--- src/rtl/core/sfn_pkg.sv ---
// Shared types and constants for the NED specific-force pipeline.
// Used by sfn_flow and specific_force_ned_from_increments_core; no dependencies.

package sfn_pkg;

   // Pipeline depth and stage positions
   localparam int NUM_STAGES = 6;
   localparam int ST_CROSS   = 0;  // cross-product partial terms
   localparam int ST_CORR    = 1;  // rotation-corrected velocity increment
   localparam int ST_TERM    = 2;  // row element times corrected increment
   localparam int ST_PROJ    = 3;  // projection onto the NED axis
   localparam int ST_SCALE   = 4;  // partial products with the reciprocal interval
   localparam int ST_OUT     = 5;  // saturated result, output register

   localparam int IN_W    = 32;
   localparam int PROD_W  = 2 * IN_W;        // 64
   localparam int HALF_W  = PROD_W + 1 - 31; // 34
   localparam int CORR_W  = 35;
   localparam int TERM_W  = IN_W + CORR_W;   // 67
   localparam int SUM_W   = TERM_W + 2;      // 69
   localparam int PROJ_W  = SUM_W - 30;      // 39
   localparam int PART_W  = PROJ_W + 17;     // 56
   localparam int FULL_W  = PART_W + 1;      // 57
   localparam int FORCE_W = 48;

   localparam logic [31:0] INV_RESET = 32'd6553600;
   localparam logic [FORCE_W-1:0] FORCE_MAX = {1'b0, {(FORCE_W-1){1'b1}}};
   localparam logic [FORCE_W-1:0] FORCE_MIN = {1'b1, {(FORCE_W-1){1'b0}}};

   typedef struct packed {
      logic [NUM_STAGES-1:0] load;   // stage register captures this cycle
      logic [NUM_STAGES-1:0] valid;  // stage register holds an item
   } flow_type;

endpackage

--- src/rtl/core/sfn_flow.sv ---
// Valid/ready control for the six-stage force pipeline.
// Depends on sfn_pkg for the stage count and the flow_type struct.

module sfn_flow
   import sfn_pkg::*;
(
   input  logic     clock,
   input  logic     reset,
   input  logic     in_valid,
   input  logic     out_ready,
   output logic     in_ready,
   output flow_type flow
);

   logic [NUM_STAGES-1:0] valid_ff;
   logic [NUM_STAGES-1:0] valid_in;
   logic [NUM_STAGES-1:0] ready;
   logic [NUM_STAGES-1:0] upstream;

   always_comb begin
      // a stage may take a new item when empty or when its own item moves on
      ready[NUM_STAGES-1] = !valid_ff[NUM_STAGES-1] || out_ready;
      for (int i = NUM_STAGES - 2; i >= 0; i--) begin
         ready[i] = !valid_ff[i] || ready[i+1];
      end
      upstream[0] = in_valid;
      for (int i = 1; i < NUM_STAGES; i++) begin
         upstream[i] = valid_ff[i-1];
      end
      for (int i = 0; i < NUM_STAGES; i++) begin
         valid_in[i]  = ready[i] ? upstream[i] : valid_ff[i];
         flow.load[i] = ready[i] && upstream[i];
      end
      flow.valid = valid_ff;
      in_ready   = ready[0];
   end

   always_ff @(posedge clock) begin
      if (reset) begin
         valid_ff <= '0;
      end else begin
         valid_ff <= valid_in;
      end
   end

endmodule

--- config.mk ---
export PLATFORM = sky130hd
export DESIGN_NAME = sfn_flow
export DESIGN_NICKNAME = d
export VERILOG_FILES = /design/src/rtl/core/sfn_pkg.sv /design/src/rtl/core/sfn_flow.sv
export SDC_FILE = /design/constraint.sdc
export NUM_CORES = 1
export LEC_CHECK = 0
export BUFFER_PORTS_ARGS = -buffer_cell sky130_fd_sc_hd__buf_4
export CORE_AREA = 2 2 39 41
export CTS_BUF_LIST = sky130_fd_sc_hd__clkbuf_4 sky130_fd_sc_hd__clkbuf_8
export DETAILED_ROUTE_END_ITERATION = 10
export DIE_AREA = 0 0 41 43
export HOLD_SLACK_MARGIN = 0.05
export PLACE_DENSITY_LB_ADDON = 0.1
export SETUP_SLACK_MARGIN = 0.3
export SYNTH_ARGS = -nofsm -noshare
export SYNTH_HDL_FRONTEND = slang
export SYNTH_SLANG_ARGS = --single-unit
--- constraint.sdc ---
create_clock -name clock -period 1.8 [get_ports clock]
set_input_delay 0.09 -clock clock [delete_from_list [all_inputs] [get_ports clock]]
set_output_delay 0.09 -clock clock [all_outputs]
set_load 0.02 [all_outputs]
=== Word-level counts from Yosys, hierarchy flattened ===
Index checks and enable logic that the tools add are counted.

* Reduce and logical (&&, ||, !) cells: 18

{| class="wikitable"
|+ Operators by type and width
! operator !! count
|-
| $logic_and 1x1->1 || 6
|-
| $logic_not 1->1 || 6
|-
| $logic_or 1x1->1 || 6
|}

* Output and inout port bits: 13
* Register bits: 6

=== Depth between registers and ports, before layout ===
Gate-level depths: netlist (run 1).

* Depth after elaboration: 8
* Mapped depth: 2

=== Least setup slack after synthesis (run 1) ===
OpenSTA, ideal clock, no wires.

* Path kind: reg-to-output
* Start point: register valid_ff[5]
* End point: output flow[6] (netlist name)
* Slack: 603 ps
* Stages on the path, launching flop included: 3
* Path buffers: 0
* Arrival time: 1107 ps
* Required time: 1710 ps
* Path through: dfxtp_1 and4b_1 a41oi_1

{| class="wikitable"
|+ RTL lines
! item !! RTL line !! source
|-
| start, declared || sfn_flow.sv:15 || <nowiki>logic [NUM_STAGES-1:0] valid_ff;</nowiki>
|-
| start signal, assigned || sfn_flow.sv:42 || <nowiki>valid_ff <= valid_in;</nowiki>
|-
| end, declared || sfn_flow.sv:12 || <nowiki>output flow_type flow</nowiki>
|}

==> results of run 1 <==
==> cell usage after synthesis, drive strengths merged (2+ instances only) <==
library cell / instances / share of area
inv: 4 / 0.054
dfxtp: 6 / 0.43
o31ai: 2 / 0.054
and2: 2 / 0.050
a21oi: 3 / 0.054
nand2b: 3 / 0.068
==> where the power goes <==
group	total, mW	switching (mW)	leakage [nW]	internal, mW
clock	0.121	0.0457	0.0138	0.0752
sequential	0.142	0.00493	0.0489	0.137
combinational	0.0393	0.0197	0.144	0.0196
==> cells by family (layout without fill, tap and decap cells) <==
family | count (synthesis) | in the layout | share of synthesized area
AOI/OAI and AO/OA | 9 | 9 | 0.226
buffers and inverters | 4 | 23 | 0.0543
and+or+nand+nor | 11 | 11 | 0.285
DFF | 6 | 6 | 0.434
==> layout by cell type (no fill, tap or decap), types with 2 or more instances in the layout <==
master    Yosys  layout
nand2b_1      3       3
a21oi_1       3       3
dfxtp_1       6       6
o31ai_1       2       2
buf_4         0      16
inv_1         4       4
clkbuf_4      0       3
==> area by class of cell <==
class	instances	share of cell area
Sequential cell	6	0.274
Tap cell	16	0.0456
Inverter	4	0.0342
Timing Repair Buffer	16	0.274
Multi-Input combinational cell	20	0.322
Clock buffer	3	0.0513
==> per-layer routing <==
metal	up-vias	wire length, microns	GRT usage
met5	-	0	0
li1	148	-	-
met4	0	5	0.0800
met3	2	80	0.0314
met2	15	304	0.116
met1	120	312	0.122
==> final timing paths <==
check	to	cells past startpoint	slack [ps]
setup / recovery	flow[6]	3	440
setup reg to reg	valid_ff[0]	2	800
hold / removal	valid_ff[3]	2	80
hold reg to reg	valid_ff[4]	2	520
==> worst max-delay path: stages (launching register included) <==
cell	delay [ps]
dfxtp_1	410
and4b_1	300
a41oi_1	140
buf_4	180
==> metrics by stage <==
step                       util  area (sq um)
after CTS                 0.317           439
final                     0.317           439
after global routing      0.317           439
after detailed placement  0.301           417
after floorplan               -           277
after global placement    0.301           417
==> flow_summary.toml, run 1 <==
[final_layout]
multi_input_area_sq_um = 141
nNetsFinal = 55
reg.largest.list = "valid_ff x6"
fillers = 165
largest_register_ffs = 6
syn2layout_area_growth_pct = 58.8
drive_above_1_share = 0.429
diodes = 0
register_area_sq_um = 120
instances_no_fill = 65
top_register = "valid_ff"

[power]
ir_drop_uv = 276
power.total_mw = 0.302
p_leak_nw = 0.207
power_density_nw_per_um2 = 688

[placed_design]
placedCellCount = 62
io_buffers = 16
dp_hpwl_microns = 542
dp_slack_ps = 691
gp_congestion = 0.648

[yosys]
synth_cells = 30
seq_area_frac_synth = 0.434
synth_fp_nets = 34
synth_cell_types = 17
synth_area_sq_um = 277
synth-seq-cells = 6
synthFlopType = "dfxtp_1"
syn_avg_cell_area_sq_um = 9.22
async_flop_share = 0
yosys_warnings = 0
synth_edf_count = 0

[sta]
setup_viol = 0
rsz0062_at_grt = "no"
worst_pin_slew_ps = 199
period_needed_ps = 1360
final_hold_viol_count = 0
final_max_slew_viol_count = 0
hold_ws_ps = 77.1
setup_ws_ps = 441
skew_ps = 0.690
tns_ps = 0
relSlewSlack = 0.867
fin_crit_sh = 0.755
max_freq_mhz = 736

[worst_setup_path]
reg2reg_from = "valid_ff[4]"
cp-end-kind = "output pin"
start_kind = "register"
crit_path_max_fanout = 6
required_ps = 1710
critPathArrivalTime_ps = 1270
crit_type = "register to output pin"
crit_start = "valid_ff[4]"

[clocking]
htree_levels = 1
clock_tree.root_cell = "clkbuf_4"
cts_hold_buffers = 0
path_clk_slew_ps = 40
ctsResizeCount = 0
numCtsBuffers = 3
cts_buffer_depth = 2
insertion_delay_ps = 240
cts.sinks = 6
post-cts-setup-buffers = 0
cts_tree = "built"

[floorplanning]
core_area_sq_um = 1380
rows = 14
boundaryPins = 17
die_x_microns = 41
initial_core_util = 0.200
dieArea_sq_um = 1760
die_y_microns = 43

[global_route]
grt_max_degree = 9
grt_pass1_wl_microns = 1070
antenna_found_initial = 0
first_global_vias = 257
grt_util_all_layers = 0.0934
grt_overflow = 0

[job]
maxCapViolations = 0

[route]
drt_iter0_markers = 2
viasPerCell = 4.38
drtAntennaViolNets = 0
drt-total-wl_microns = 701
first_pass_iters = 4
drc_errors = 0
vias = 285
wire_per_inst_microns = 10.8

[status]
status = "finished clean"

[min_path]
min-delay-start = "reset"
hold_class = "primary input to register"
Note: power is estimated with default switching activity, not from simulation.
==> inputs of run 2 (changes only) <==
==> constraint.sdc (replaced) <==
create_clock -name clock -period 1.2 [get_ports clock]
set_input_delay 0.06 -clock clock [delete_from_list [all_inputs] [get_ports clock]]
set_output_delay 0.06 -clock clock [all_outputs]
set_load 0.02 [all_outputs]
==> flow_summary.toml, run 2 (synthesis gave the netlist of run 1 again) <==
[worst_setup_path]
required_ps = 1140
r2r_cells = 4
cp-end-kind = "output pin"
start_kind = "register"
crit_path_max_fanout = 4
reg2reg_from = "valid_ff[5]"
crit_type = "register to output pin"
r2r_slack_ps = 290
critPathArrivalTime_ps = 1160
rr_endpoint = "valid_ff[4]"

[sta]
final_max_slew_viol_count = 0
fin_crit_sh = 1.02
relSlewSlack = 0.876
rsz0062_at_grt = "yes"
max_freq_mhz = 820
setup_ws_ps = -19.4
period_needed_ps = 1220
skew_ps = 10.7
setup_viol = 4
final_hold_viol_count = 0
tns_ps = -62.2
worst_pin_slew_ps = 185

[power]
p_leak_nw = 0.269
ir_drop_uv = 399
power_density_nw_per_um2 = 863
power.total_mw = 0.511

[final_layout]
nNetsFinal = 61
fillers = 143
diodes = 0
multi_input_area_sq_um = 186
top_register = "valid_ff"
syn2layout_area_growth_pct = 114
mostFrequentLayoutCells = "12 x buf_4, 8 x buf_6, 4 x inv_1, 4 x clkbuf_4, 4 x dfxtp_4"
final_common_cell = "buf_4"
reg.largest.list = "valid_ff x6"
register_area_sq_um = 138
drive_above_1_share = 0.696
final_area_sq_um = 592
largest_register_ffs = 6

[placed_design]
gp_congestion = 0.644
place_area_sq_um = 457
io_buffers = 16
dp_hpwl_microns = 560

[floorplanning]
rows = 14
boundaryPins = 17
die_x_microns = 41
core_area_sq_um = 1380
die_y_microns = 43
initial_core_util = 0.200
dieArea_sq_um = 1760

[route]
vias = 318
drt_iter0_markers = 0
drc_errors = 0
viasPerCell = 4.42
drt-total-wl_microns = 806
first_pass_iters = 1
drtAntennaViolNets = 0
wire_per_inst_microns = 11.2

[status]
status = "finished, violations left"
violations = "setup timing"

[clocking]
htree_levels = 1
cts_buffer_depth = 2
insertion_delay_ps = 240
cts_tree = "built"
numCtsBuffers = 3
path_clk_slew_ps = 50
cts.sinks = 6
clock_tree.root_cell = "clkbuf_4"

[global_route]
grt_max_degree = 7
first_global_vias = 272
grt_overflow = 0
antenna_found_initial = 0
grt_pass1_wl_microns = 1210
grt_util_all_layers = 0.104

[min_path]
hold_class = "primary input to register"
min-delay-start = "in_valid"
hold_depth = 3
min_to = "valid_ff[0]"

[job]
maxCapViolations = 0
[run 2: cell count changes in the layout (fill, tap and decap cells not counted), moves of 2 or more]
cell	before	now
dfxtp_4	0	4
dfxtp_1	6	0
dfxtp_2	0	2
and2_4	0	2
buf_4	16	12
buf_6	0	8
[run 2: metal layers]
layer | global-route usage | routed length [microns] | up-vias
li1 | - | - | 163
met1 | 0.149 | 355 | 146
met2 | 0.122 | 396 | 7
met3 | 0.0471 | 46 | 2
met4 | 0.0600 | 7 | 0
met5 | 0 | 0 | -
[run 2: critical path: stages (launching register included)]
cell and delay [ps]:
dfxtp_4 350, and4b_2 310, nand4_1 90, buf_4 170
[run 2: how the worst max path moves through the flow]
stage | startpoint | end | slack, ps
floorplan | valid_ff[5] | in_ready | 200
global placement | valid_ff[5] | flow[6] | 150
detailed placement | valid_ff[5] | flow[6] | 140
CTS | valid_ff[4] | in_ready | -40
global route | valid_ff[5] | in_ready | -90
finish | valid_ff[5] | in_ready | -20
[run 2: area by class of cell]
cell class,instances,area share
repair buffers,22,0.342
multi-input cells,20,0.315
flip-flops and latches,6,0.233
inverters,4,0.0254
clock buffers,4,0.0507
well taps,16,0.0338
[run 2: power breakdown]
part	switching [mW]	internal, mW
clock network	0.0758	0.149
registers	0.00892	0.198
logic	0.0355	0.0435
total	0.120	0.390
[run 2: metrics by stage]
stage               std cells   util  worst slack [ps]  hold slack (ps)
detailed placement         62  0.330               138              278
finish                     72  0.428             -19.4             98.9
floorplan                  30      -               198              119
CTS                        72  0.414             -41.7             94.9
global route               72  0.428             -93.1              103
global placement           62  0.330               149              272
[run 2: repair_timing]
| action | 4_1_cts | 5_1_grt |
|---|---|---|
| resized for setup | 10 | 5 |
| setup endpoints to repair | 10 | 13 |
| pin swaps | 7 | 4 |
| hold endpoints to repair | 3 | 0 |
| setup buffers | 4 | 0 |
| hold buffers | 2 | 0 |
==> inputs of run 3 (changes only) <==
--- a/config.mk
+++ b/config.mk
@@ -11,7 +11,7 @@
 export DETAILED_ROUTE_END_ITERATION = 10
 export DIE_AREA = 0 0 41 43
 export HOLD_SLACK_MARGIN = 0.05
-export PLACE_DENSITY_LB_ADDON = 0.1
+export PLACE_DENSITY_LB_ADDON = 0.12
 export SETUP_SLACK_MARGIN = 0.3
 export SYNTH_ARGS = -nofsm -noshare
 export SYNTH_HDL_FRONTEND = slang
==> flow_summary.toml, run 3 (synthesis gave the netlist of run 1 again) <==
[status]
status = "finished, violations left"
violations = "setup timing"

[placed_design]
io_buffers = 16
gp_congestion = 0.688
placedCellCount = 62
dp_hpwl_microns = 541

[floorplanning]
die_x_microns = 41
rows = 14
core_area_sq_um = 1380
initial_core_util = 0.200
die_y_microns = 43
dieArea_sq_um = 1760
boundaryPins = 17

[clocking]
insertion_delay_ps = 250
path_clk_slew_ps = 50
cts.sinks = 6
cts_buffer_depth = 2
clock_tree.root_cell = "clkbuf_4"
htree_levels = 1
cts_tree = "built"
numCtsBuffers = 3

[final_layout]
finish.utilization = 0.456
fillers = 147
instances_no_fill = 75
top_register = "valid_ff"
final_common_cell = "buf_6"
largest_register_ffs = 6
reg.largest.list = "valid_ff x6"
drive_above_1_share = 0.712
nNetsFinal = 64
mostFrequentLayoutCells = "12 x buf_6, 11 x buf_4, 5 x dfxtp_4"
diodes = 0
syn2layout_area_growth_pct = 128

[global_route]
antenna_found_initial = 0
grt_max_degree = 7
grt_util_all_layers = 0.115
grt_pass1_wl_microns = 1260
first_global_vias = 298
grt_overflow = 0

[route]
first_pass_iters = 4
drtAntennaViolNets = 0
drt-total-wl_microns = 878
vias = 351
viasPerCell = 4.68
drc_errors = 0
wire_per_inst_microns = 11.7
drt_iter0_markers = 3

[sta]
period_needed_ps = 1260
setup_viol = 6
relSlewSlack = 0.863
skew_ps = 4.87
final_max_slew_viol_count = 0
final_hold_viol_count = 0
max_freq_mhz = 795
setup_ws_ps = -58.3
worst_pin_slew_ps = 204
rsz0062_at_grt = "yes"
fin_crit_sh = 1.05

[power]
p_leak_nw = 0.275
ir_drop_uv = 490
power_density_nw_per_um2 = 820
power.total_mw = 0.517

[worst_setup_path]
required_ps = 1140
cp_slowest_stage_delay_ps = 350
start_kind = "register"
crit_type = "register to output pin"
cpMaxStageDelayCell = "dfxtp_4"
cp-end-kind = "output pin"
crit_path_max_fanout = 4
critPathArrivalTime_ps = 1200
crit_chain = "and4b_2, nand4_1, buf_4"

[min_path]
hold_class = "primary input to register"

[job]
maxCapViolations = 0
==> run 3: changes by cell type in the layout (fill, tap and decap cells not counted), sizes merged <==
cell,before,now
buf,20,23
dlygate4sd3,1,2
dlymetal6s4s,1,0
==> run 3: layout make-up <==
| cell class | instances | area (sq um) | area share |
|---|---|---|---|
| timing repair buffer | 25 | 238 | 0.377 |
| multi-input combinational | 20 | 188 | 0.298 |
| sequential | 6 | 140 | 0.222 |
| clock buffer | 4 | 30.0 | 0.0476 |
| tap | 16 | 20.0 | 0.0317 |
| inverter | 4 | 15.0 | 0.0238 |
==> run 3: critical path: cells and delay by family (launching register included) <==
family,cells,cell delay (ps)
flops,1,350
buf+inv,1,170
simple gates,2,430
==> run 3: metrics by stage <==
step	hold slack [ps]	area (sq um)	setup WS (ps)	TNS, ps
finish	98.4	631	-58.3	-241
global placement	277	457	148	0
CTS	92.2	588	-64.0	-219
floorplan	119	317	198	0
global route	104	631	-108	-511
detailed placement	287	457	139	0
==> run 3: final timing paths <==
check | to | start | cells past startpoint | slack, ps
hold / removal | valid_ff[0] | in_valid | 3 | 100
setup reg to reg | valid_ff[0] | valid_ff[5] | 2 | 260
setup / recovery | in_ready | valid_ff[4] | 3 | -60
hold reg to reg | valid_ff[2] | valid_ff[1] | 2 | 520
==> run 3: what timing repair did <==
item | CTS | global route
setup endpoints to repair | 10 | 15
hold buffers | 2 | 0
hold endpoints to repair | 3 | 0
resized for setup | 13 | 7
pin swaps | 5 | 1
setup buffers | 5 | 2
==> run 3: report_power, final <==
part,internal [mW],total [mW],switching [mW]
Combinational,0.0451,0.0813,0.0362
Sequential,0.197,0.206,0.00913
Clock,0.149,0.230,0.0807
==> run 3: per-layer routing <==
metal	global-route usage	vias to the layer above	part of all wire
met2	0.153	16	0.49
met3	0.0576	4	0.095
met5	0	-	0
met1	0.128	164	0.38
met4	0.100	0	0.036
li1	-	167	-
